`src/rtl/pse_pkg.sv`:
```
// Shared constants and controller/datapath interface types for the percentile select engine.
package pse_pkg;

    // Default store depth
    localparam int CAPACITY_DEF = 1024;

    // Field widths
    localparam int SAMPLE_W = 32;
    localparam int FRAC_W   = 16;
    localparam int NUM_FRAC = 4;
    localparam int SEL_W    = 2;

    // Fraction register indexes
    localparam logic [SEL_W-1:0] CFG_FRACTION_A = 2'd0;
    localparam logic [SEL_W-1:0] CFG_FRACTION_B = 2'd1;
    localparam logic [SEL_W-1:0] CFG_FRACTION_C = 2'd2;
    localparam logic [SEL_W-1:0] CFG_FRACTION_D = 2'd3;

    // Fraction reset values, unsigned Q0.16
    localparam logic [FRAC_W-1:0] FRAC_A_RST = 16'd16384;
    localparam logic [FRAC_W-1:0] FRAC_B_RST = 16'd32768;
    localparam logic [FRAC_W-1:0] FRAC_C_RST = 16'd58983;
    localparam logic [FRAC_W-1:0] FRAC_D_RST = 16'd62260;

    // Commands from controller to datapath
    typedef struct packed {
        logic store;       // accept an item into the store
        logic sort_start;  // set closed: start insertion sort
        logic key_rd;      // read entry i as the next key
        logic key_latch;   // capture key, read entry j-1
        logic cmp;         // compare/shift step
        logic place;       // drop key into entry 0
        logic sel_mul;     // fraction times count
        logic sel_rd;      // read entry at percentile index
        logic sel_load;    // load result register
        logic sel_next;    // result taken, advance
    } pse_cmd_t;

    // Status from datapath to controller
    typedef struct packed {
        logic sort_done;   // outer index reached count
        logic greater;     // entry being compared is above the key
        logic j_one;       // shift position is at entry 1
        logic k_last;      // fourth result of the set
    } pse_status_t;

endpackage

```
`src/rtl/pse_ctrl.sv`:
```
// Controller state machine: load, insertion sort and result sequencing.
module pse_ctrl
(
    input  logic                 clk,
    input  logic                 rst_n,
    input  logic                 in_valid,
    input  logic                 final_sample,
    input  logic                 out_ready,
    input  pse_pkg::pse_status_t status,
    output pse_pkg::pse_cmd_t    cmd,
    output logic                 in_ready,
    output logic                 out_valid
);

    typedef enum logic [8:0] {
        ST_LOAD       = 9'b000000001,
        ST_SORT_KEY   = 9'b000000010,
        ST_SORT_LATCH = 9'b000000100,
        ST_SORT_CMP   = 9'b000001000,
        ST_SORT_PLACE = 9'b000010000,
        ST_SEL_MUL    = 9'b000100000,
        ST_SEL_RD     = 9'b001000000,
        ST_SEL_LOAD   = 9'b010000000,
        ST_SEL_HOLD   = 9'b100000000
    } state_t;

    state_t state_reg;
    state_t state_next;

    // State register
    always_ff @(posedge clk or negedge rst_n)
    begin
        if (!rst_n)
        begin
            state_reg <= ST_LOAD;
        end
        else
        begin
            state_reg <= state_next;
        end
    end

    // Next state and commands
    always_comb
    begin
        state_next = state_reg;
        cmd        = '0;
        in_ready   = 1'b0;
        out_valid  = 1'b0;
        unique case (state_reg)
            ST_LOAD:
            begin
                in_ready = 1'b1;
                if (in_valid)
                begin
                    cmd.store = 1'b1;
                    if (final_sample)
                    begin
                        cmd.sort_start = 1'b1;
                        state_next     = ST_SORT_KEY;
                    end
                end
            end
            ST_SORT_KEY:
            begin
                if (status.sort_done)
                begin
                    state_next = ST_SEL_MUL;
                end
                else
                begin
                    cmd.key_rd = 1'b1;
                    state_next = ST_SORT_LATCH;
                end
            end
            ST_SORT_LATCH:
            begin
                cmd.key_latch = 1'b1;
                state_next    = ST_SORT_CMP;
            end
            ST_SORT_CMP:
            begin
                cmd.cmp = 1'b1;
                if (!status.greater)
                begin
                    state_next = ST_SORT_KEY;
                end
                else if (status.j_one)
                begin
                    state_next = ST_SORT_PLACE;
                end
            end
            ST_SORT_PLACE:
            begin
                cmd.place  = 1'b1;
                state_next = ST_SORT_KEY;
            end
            ST_SEL_MUL:
            begin
                cmd.sel_mul = 1'b1;
                state_next  = ST_SEL_RD;
            end
            ST_SEL_RD:
            begin
                cmd.sel_rd = 1'b1;
                state_next = ST_SEL_LOAD;
            end
            ST_SEL_LOAD:
            begin
                cmd.sel_load = 1'b1;
                state_next   = ST_SEL_HOLD;
            end
            ST_SEL_HOLD:
            begin
                out_valid = 1'b1;
                if (out_ready)
                begin
                    cmd.sel_next = 1'b1;
                    state_next   = status.k_last ? ST_LOAD : ST_SEL_MUL;
                end
            end
            default:
            begin
                state_next = ST_LOAD;
            end
        endcase
    end

endmodule

```
`config.mk`:
```
export PLATFORM = sky130hd
export DESIGN_NAME = pse_ctrl
export DESIGN_NICKNAME = d
export VERILOG_FILES = /design/src/rtl/pse_pkg.sv /design/src/rtl/pse_ctrl.sv
export SDC_FILE = /design/constraint.sdc
export NUM_CORES = 1
export LEC_CHECK = 0
export ABC_AREA = 1
export BUFFER_PORTS_ARGS = -buffer_cell sky130_fd_sc_hd__buf_2
export CAP_MARGIN = 20
export CELL_PAD_IN_SITES_DETAIL_PLACEMENT = 1
export CELL_PAD_IN_SITES_GLOBAL_PLACEMENT = 2
export CORE_MARGIN = 4
export CORE_UTILIZATION = 27
export CTS_BUF_LIST = sky130_fd_sc_hd__clkbuf_16
export DETAILED_ROUTE_END_ITERATION = 6
export PLACE_DENSITY = 0.89
export SLEW_MARGIN = 20
export SYNTH_ARGS = -nofsm -noshare
export SYNTH_HDL_FRONTEND = slang
export SYNTH_SLANG_ARGS = --single-unit
```
`constraint.sdc`:
```
create_clock -name clk -period 3.4 [get_ports clk]
set_input_delay 0.51 -clock clk [delete_from_list [all_inputs] [get_ports clk]]
set_output_delay 0.51 -clock clk [all_outputs]
set_load 0.005 [all_outputs]
```
== After elaboration in Yosys (flattened, before gate mapping) ==
Cells that the tools add are included.
Storage, ports and cells
  bits in registers: 9
  output and inout bits: 12
  logic and storage cells: 38
Operators by class
  equal/unequal tests: 13
  muxes and demuxes: 23
  reduce and logical (&&, ||, !) cells: 1
Operator list (number)
  $pmux 9 s9: 1
  $mux 9: 5
  $mux 1: 13
  $mux 6: 2
  $eq 9x1->1 const B: 1
  $eq 9x2->1 const B: 1
  $eq 9x3->1 const B: 1
  $eq 9x4->1 const B: 1
  $eq 9x5->1 const B: 1
  $eq 9x6->1 const B: 1
  $eq 9x7->1 const B: 1
  $eq 9x8->1 const B: 1
  $eq 9x9->1 const B: 1
  $ne 2x2->1 const B: 3
  $mux 2: 2
  $reduce_and 4->1: 1
  $ne 3x3->1 const B: 1

== Depth between registers and ports, before layout ==
Gate-level depths: netlist (run 1).
  word-level depth: 3
  gate-level depth with buffers: 8
  depth with buffers taken out: 8

== Worst setup path after synthesis (run 1) ==
OpenSTA, ideal clock, no wires.
  path type: flip-flop to output port
  start point: register state_reg[2]
  end point: output port cmd[7] (netlist name)
  data arrival time: 1.023 ns
  required time: 2.890 ns
  setup slack: 1.867 ns
  stages on the path, launching flop included: 6
  path buffers: 0
  path through: dfrtp_1 -> nor2_2 -> nand2_1 -> nor2_4 -> nand3_1 -> nor2_1
RTL lines
  start: declaration: line pse_ctrl.sv:27  | state_t state_reg;
  start signal: assignment: line pse_ctrl.sv:39  | state_reg <= state_next;
  end: declaration: line pse_ctrl.sv:10  | output pse_pkg::pse_cmd_t cmd,

==> results.md, run 1 <==
- First-pass GRT wire length: approximately 3100 um
- Vias in the first global route: 715
- Clock-pin slew on the worst setup and hold paths: about 0.04 ns
- Synthesized Nets: approximately 110
- RSZ-0062 raised after global routing: no
- Total design power: slightly above 600 uW
- Met3 Use GR: ~2.5%
- Vias: 665
- Die area: between 3000 and 4000 um2
- Initial antenna violation count: 0
- Max-slew violations: 0
- Cells after DPL: between 100 and 150
- Hold Fails Final Rpt: 0
- FMAX: slightly above 0.5 GHz
- CP required: slightly below 3 ns
- Worst IR drop on VDD: between 0.2 and 0.3 mV
- DRT iter0 DRCs: 7
- GR Util met2: 22.4%
- # hold bufs at CTS: 0
- Syn. warnings: 0
- Sequential fraction of the synthesis area: between 30 and 40%
- Area of placed instances: between 700 and 800 um2
- Diode count: 0
- Final hold slack: 0.116 ns
- Cells on worst reg2reg path: 8
- CTS H-tree lvls: 1
- Slowest CP cell: dfrtp_1
- Fin Setup TNS: 0 ns
- Sink Count: 9
- Final Critical Period: between 1.5 and 2 ns
- Setup Skew: 0.00685 ns
- Core Rows: 17
- Cell Pwr Density: ~700 nW/um2
- Cell family with most CP delay: simple AND/OR/NAND/NOR gates
- CTS buffer count: 3
- Post-CTS setup buffer count: 0
- Tcrit/Tclk final: between 50 and 60%
- Gr usage total: between 10% and 20%
- Clock buffer depth: 2
- GR Util met1: roughly 14%
- Crit Path Class: flip-flop to primary output
- Measured slew at the worst slew-check pin: approximately 0.24 ns
- Slowest cell delay on critical path: ~0.4 ns
- Total core area: 2280 um2
- RR Endpoint: state_reg[0]$_DFFE_PN1P_
- Critical Path AT: between 1 and 1.5 ns
- DRC: 0
- Final net count: 130
- Maxcap violations: 0
- Number of flip-flops in the largest register: 9
- Initial Utilization: ~29%
- Die height: around 58 um
- Area grow syn2layout: 32.3%
- Distinct cells, synth: 18
- GPL Wtd Cong: approximately 0.74
- Worst skew pair latency: about 0.24 ns
- Register-to-register setup slack: approximately 2.0 ns
- Largest net degree at the start of global routing: 10
- Die width: between 50 and 60 um
- Vias/cell: 4.49
- Crit path cell chain: nor2_2 -> nand2_4 -> nor2_4 -> nand3_1 -> nor2_1 -> buf_2
- Clock Tree Root: clkbuf_16
- DR WL/cell: ~12 um
- Worst r2r src: state_reg[1]$_DFFE_PN0P_
- Port bufs: 20
- Leak: about 0.00055 uW
- Post-Layout Cell Count: ~150
- FILL cells: between 200 and 300
- Synth Register Bits: 9
- Slew HR: between 80% and 90%
- IO Pins: 21
- DR pass1 iterations: 2
- Post-route design area: approximately 900 um2
- Post-route ant nets: 0
- Critical path startpoint category: flip-flop
- Cell count after synthesis: between 90 and 100
- Critical path peak fanout: 4
- Routed WL: ~1800 um
- HP Class: input port to asynchronous set/reset pin
- Global routing's busiest layer: met2
- # setup viols final: 0
- Critical Path End Type: primary output
- Gr ovfl total: 0
- Mean area per synthesized cell: 6.89 um2
- Run status: finished, final reports clean
- Synthesized cell area: 662 um2
- Post-cts sizing count: 0
- Crit path buf inv count: 1
- Share of layout cells above drive strength 1: 34.2%
- TritonCTS clock tree: built
- Final HPWL DP: around 1600 um
## metal layers
| layer | wire (um) | share of wire (%) | up-vias |
|---|---|---|---|
| li1 | - | - | 336 |
| met1 | 786 | 43 | 309 |
| met2 | 922 | 51 | 16 |
| met3 | 80 | 4.4 | 4 |
| met4 | 27 | 1.5 | 0 |
| met5 | 0 | 0 | - |
## metrics by stage
step / utilization, % / setup slack (ns)
after floorplan: - / 1.87
after global placement: 35.0 / 1.72
after detailed placement: 35.0 / 1.66
after CTS: 38.5 / 1.41
after global routing: 38.5 / 1.29
final: 38.5 / 1.42
## power breakdown
| group | total [uW] | internal (uW) | switching (uW) |
|---|---|---|---|
| clock network | 211 | 154 | 56.9 |
| logic | 254 | 90.4 | 163 |
| registers | 147 | 130 | 17.4 |
| total | 612 | 375 | 237 |
## how the worst max path moves through the flow
| stage | start | to | slack (ns) | cells after the start |
|---|---|---|---|---|
| 2_1_floorplan | state_reg[2]$_DFFE_PN0P_ | cmd[7] | 1.87 | 5 |
| 3_3_place_gp | state_reg[4]$_DFFE_PN0P_ | cmd[7] | 1.72 | 6 |
| 3_5_place_dp | state_reg[4]$_DFFE_PN0P_ | cmd[7] | 1.66 | 6 |
| 4_1_cts | state_reg[4]$_DFFE_PN0P_ | cmd[7] | 1.41 | 6 |
| 5_1_grt | state_reg[4]$_DFFE_PN0P_ | cmd[7] | 1.29 | 6 |
| 6_report | state_reg[4]$_DFFE_PN0P_ | cmd[7] | 1.42 | 6 |
## cell type report
class                      count  area [um2]  share of cell area, %
timing repair buffer          20         100                   11.4
sequential                     9         226                   25.9
clock inverter                 1        3.75                  0.429
tap                           28        35.0                   4.00
clock buffer                   3        75.1                   8.57
multi-input combinational     64         349                   39.9
inverter                      23        86.3                   9.86
## cell usage after synthesis
cell     count  area [um2]
inv_1       23        86.3
nor2_1      19        71.3
nand2_1     17        63.8
dfrtp_1      8         200
nand3_1      5        25.0
nor2_2       5        31.3
a21oi_1      3        15.0
nand2_2      3        18.8
nand3_2      3        30.0
nor2_4       2        22.5
a21oi_2      1        8.76
and3_1       1        6.26
dfstp_2      1        26.3
nand2_4      1        11.3
nand4_1      1        6.26
nand4_2      1        12.5
nor4_4       1        21.3
o21ai_0      1        5.00
## worst register-to-register path, cell delays in order (launching register included)
cell,delay (ns)
dfrtp_1,0.41
nor2_2,0.20
nand2_2,0.13
nor2_4,0.15
nand4_2,0.14
nand3_1,0.15
nand2_1,0.07
inv_1,0.06
a21oi_2,0.03
## cell usage in the layout (no fill, tap or decap), drive strengths merged
| cell type | instances |
|---|---|
| a21oi | 4 |
| and3 | 1 |
| buf | 20 |
| clkbuf | 3 |
| dfrtp | 8 |
| dfstp | 1 |
| inv | 24 |
| nand2 | 21 |
| nand3 | 8 |
| nand4 | 2 |
| nor2 | 26 |
| nor4 | 1 |
| o21ai | 1 |
## cell families (layout without fill, tap and decap cells)
group	Yosys count	count (layout)	synth area share, %
AO/OA/AOI/OAI	5	5	4.35
AND/OR/NAND/NOR	59	59	48.4
flip-flops	9	9	34.2
buffers and inverters	23	47	13.0
Note: power is estimated with default switching activity, not from simulation.
==> run 2, diff against run 1 <==
CORE_UTILIZATION = 25   (was 27)
PLACE_DENSITY = 0.84   (was 0.89)
clock period = 1.89 ns   (was 3.4 ns; I/O delays follow)
==> run 2 against run 1 <==
Non-clock buffer count increased by 1. Register-to-register slack got worse by 1.5 ns. Sequential cell count unchanged. Critical path type unchanged. Via count increased by 0.60%. Setup slack got worse by 1.3 ns. Power increased by 78%. Routed wire length decreased by 0.22%. First-iteration DRC count increased by 140%. Hold slack improved by 0.13 ns. Sequential power increased by 80%.
==> results.md, run 2 (synthesis gave the netlist of run 1 again) <==
- Run status: finished, final reports clean
- Sink Count: 9
- Worst Hold Launch: status[3]
- Routed WL: approximately 1800 um
- Initial antenna violation count: 0
- Cell Pwr Density: around 1200 nW/um2
- CTS buffer count: 3
- Number of flip-flops in the largest register: 9
- Share of layout cells above drive strength 1: approximately a third
- Cells after DPL: 146
- Final HPWL DP: between 1500 and 2000 um
- CP required: approximately 1.6 ns
- RR Endpoint: state_reg[0]$_DFFE_PN1P_
- Die height: around 59 um
- Worst skew pair latency: between 0.2 and 0.25 ns
- Setup Skew: 0.000397 ns
- Most frequent cells in the layout: inv_1 (24), buf_2 (20), nor2_1 (19)
- Clock buffer depth: 2
- GPL Wtd Cong: between 0.7 and 0.8
- Post-route ant nets: 0
- Measured slew at the worst slew-check pin: 0.258 ns
- Worst r2r src: state_reg[0]$_DFFE_PN1P_
- HP Class: input port to flip-flop
- Hold Path End: state_reg[2]$_DFFE_PN0P_
- Max-slew violations: 0
- Fin Setup TNS: 0 ns
- Critical Path AT: 1.44 ns
- Post-CTS setup buffer count: 0
- Clock Tree Root: clkbuf_16
- Leak: around 0.00056 uW
- Critical path startpoint category: flip-flop
- Critical Path End Type: primary output
- Initial Utilization: between 20% and 30%
- Clock-pin slew on the worst setup and hold paths: around 0.04 ns
- Crit Path Class: flip-flop to primary output
- Worst IR drop on VDD: 0.555 mV
- Hold Fails Final Rpt: 0
- First-pass GRT wire length: 3140 um
- Vias: between 600 and 700
- Post-Layout Cell Count: ~150
- Diode count: 0
- Total core area: approximately 2500 um2
- TritonCTS clock tree: built
- Area grow syn2layout: 35.7%
- Register-to-register setup slack: approximately 0.47 ns
- DRC: 0
- Die width: approximately 59 um
- DRT iter0 DRCs: 17
- FMAX: roughly 0.58 GHz
- IO Pins: 21
- Hold path depth: 2
- Slew HR: between 80% and 90%
- Maxcap violations: 0
- Critical path peak fanout: 4
- Cells on worst reg2reg path: 8
- Gr usage total: around an eighth
- Final net count: between 100 and 150
- Gr ovfl total: 0
- Final Critical Period: approximately 1.7 ns
- # setup viols final: 0
- DR pass1 iterations: 2
- Largest net degree at the start of global routing: 10
- Vias in the first global route: between 700 and 800
- Tcrit/Tclk final: slightly above 90%
- DR WL/cell: between 10 and 15 um
- RSZ-0062 raised after global routing: no
- Core Rows: 18
- Die area: around 3500 um2
- Port bufs: 20
- Vias/cell: 4.43
- Commonest non-fill, non-tap cell in the layout: inv_1
- Final hold slack: approximately 0.24 ns
- Total design power: ~1100 uW
- CTS H-tree lvls: 1
==> run 2: area by class of cell <==
type / count / area, um2
fill: 321 / 1600
sequential: 9 / 226
timing repair buffer: 21 / 110
clock inverter: 1 / 3.75
inverter: 23 / 86.3
multi-input combinational: 64 / 359
tap: 30 / 37.5
clock buffer: 3 / 75.1
==> run 2: stage by stage <==
step	setup WS (ns)	area, um2	utilization (%)
after floorplan	0.583	662	-
after global placement	0.401	800	32.0
after detailed placement	0.377	800	32.0
after CTS	0.114	888	35.5
after global routing	0.00494	898	35.9
final	0.165	898	35.9
==> run 2: worst max path at each step <==
stage,start,end,slack [ns],cells after the start
after floorplan,state_reg[2]$_DFFE_PN0P_,cmd[7],0.58,5
after global placement,state_reg[2]$_DFFE_PN0P_,cmd[7],0.40,6
after detailed placement,state_reg[2]$_DFFE_PN0P_,cmd[7],0.38,6
after CTS,state_reg[2]$_DFFE_PN0P_,cmd[7],0.11,6
after global routing,state_reg[2]$_DFFE_PN0P_,cmd[7],0.005,6
final,state_reg[2]$_DFFE_PN0P_,cmd[7],0.16,6
==> run 2: power breakdown <==
| group | internal [uW] | switching, uW | leakage, uW |
|---|---|---|---|
| Clock | 276 | 90.8 | 0.0000423 |
| Sequential | 234 | 31.2 | 0.000121 |
| Combinational | 165 | 293 | 0.000395 |
==> run 2: repair_timing <==
action                                 CTS  global route
setup endpoints to repair                0             1
hold buffers                             1             0
endpoints found under the hold margin    8             0
resized for setup                        0             2
==> run 2: per-layer routing <==
layer	global-route usage (%)	share of wire, %	vias to the layer above	wire length (um)
met5	0	0	-	0
met4	6.80	2.3	0	42
met3	4.14	5.4	4	98
met2	21.2	51	14	924
met1	13.9	41	314	747
li1	-	-	337	-
==> run 2: worst max-delay path, stage by stage (launching register included) <==
cell	delay, ns
dfrtp_1	0.43
nor2_2	0.15
nand2_1	0.10
nor2_4	0.17
nand3_1	0.14
nor2_1	0.10
buf_2	0.11
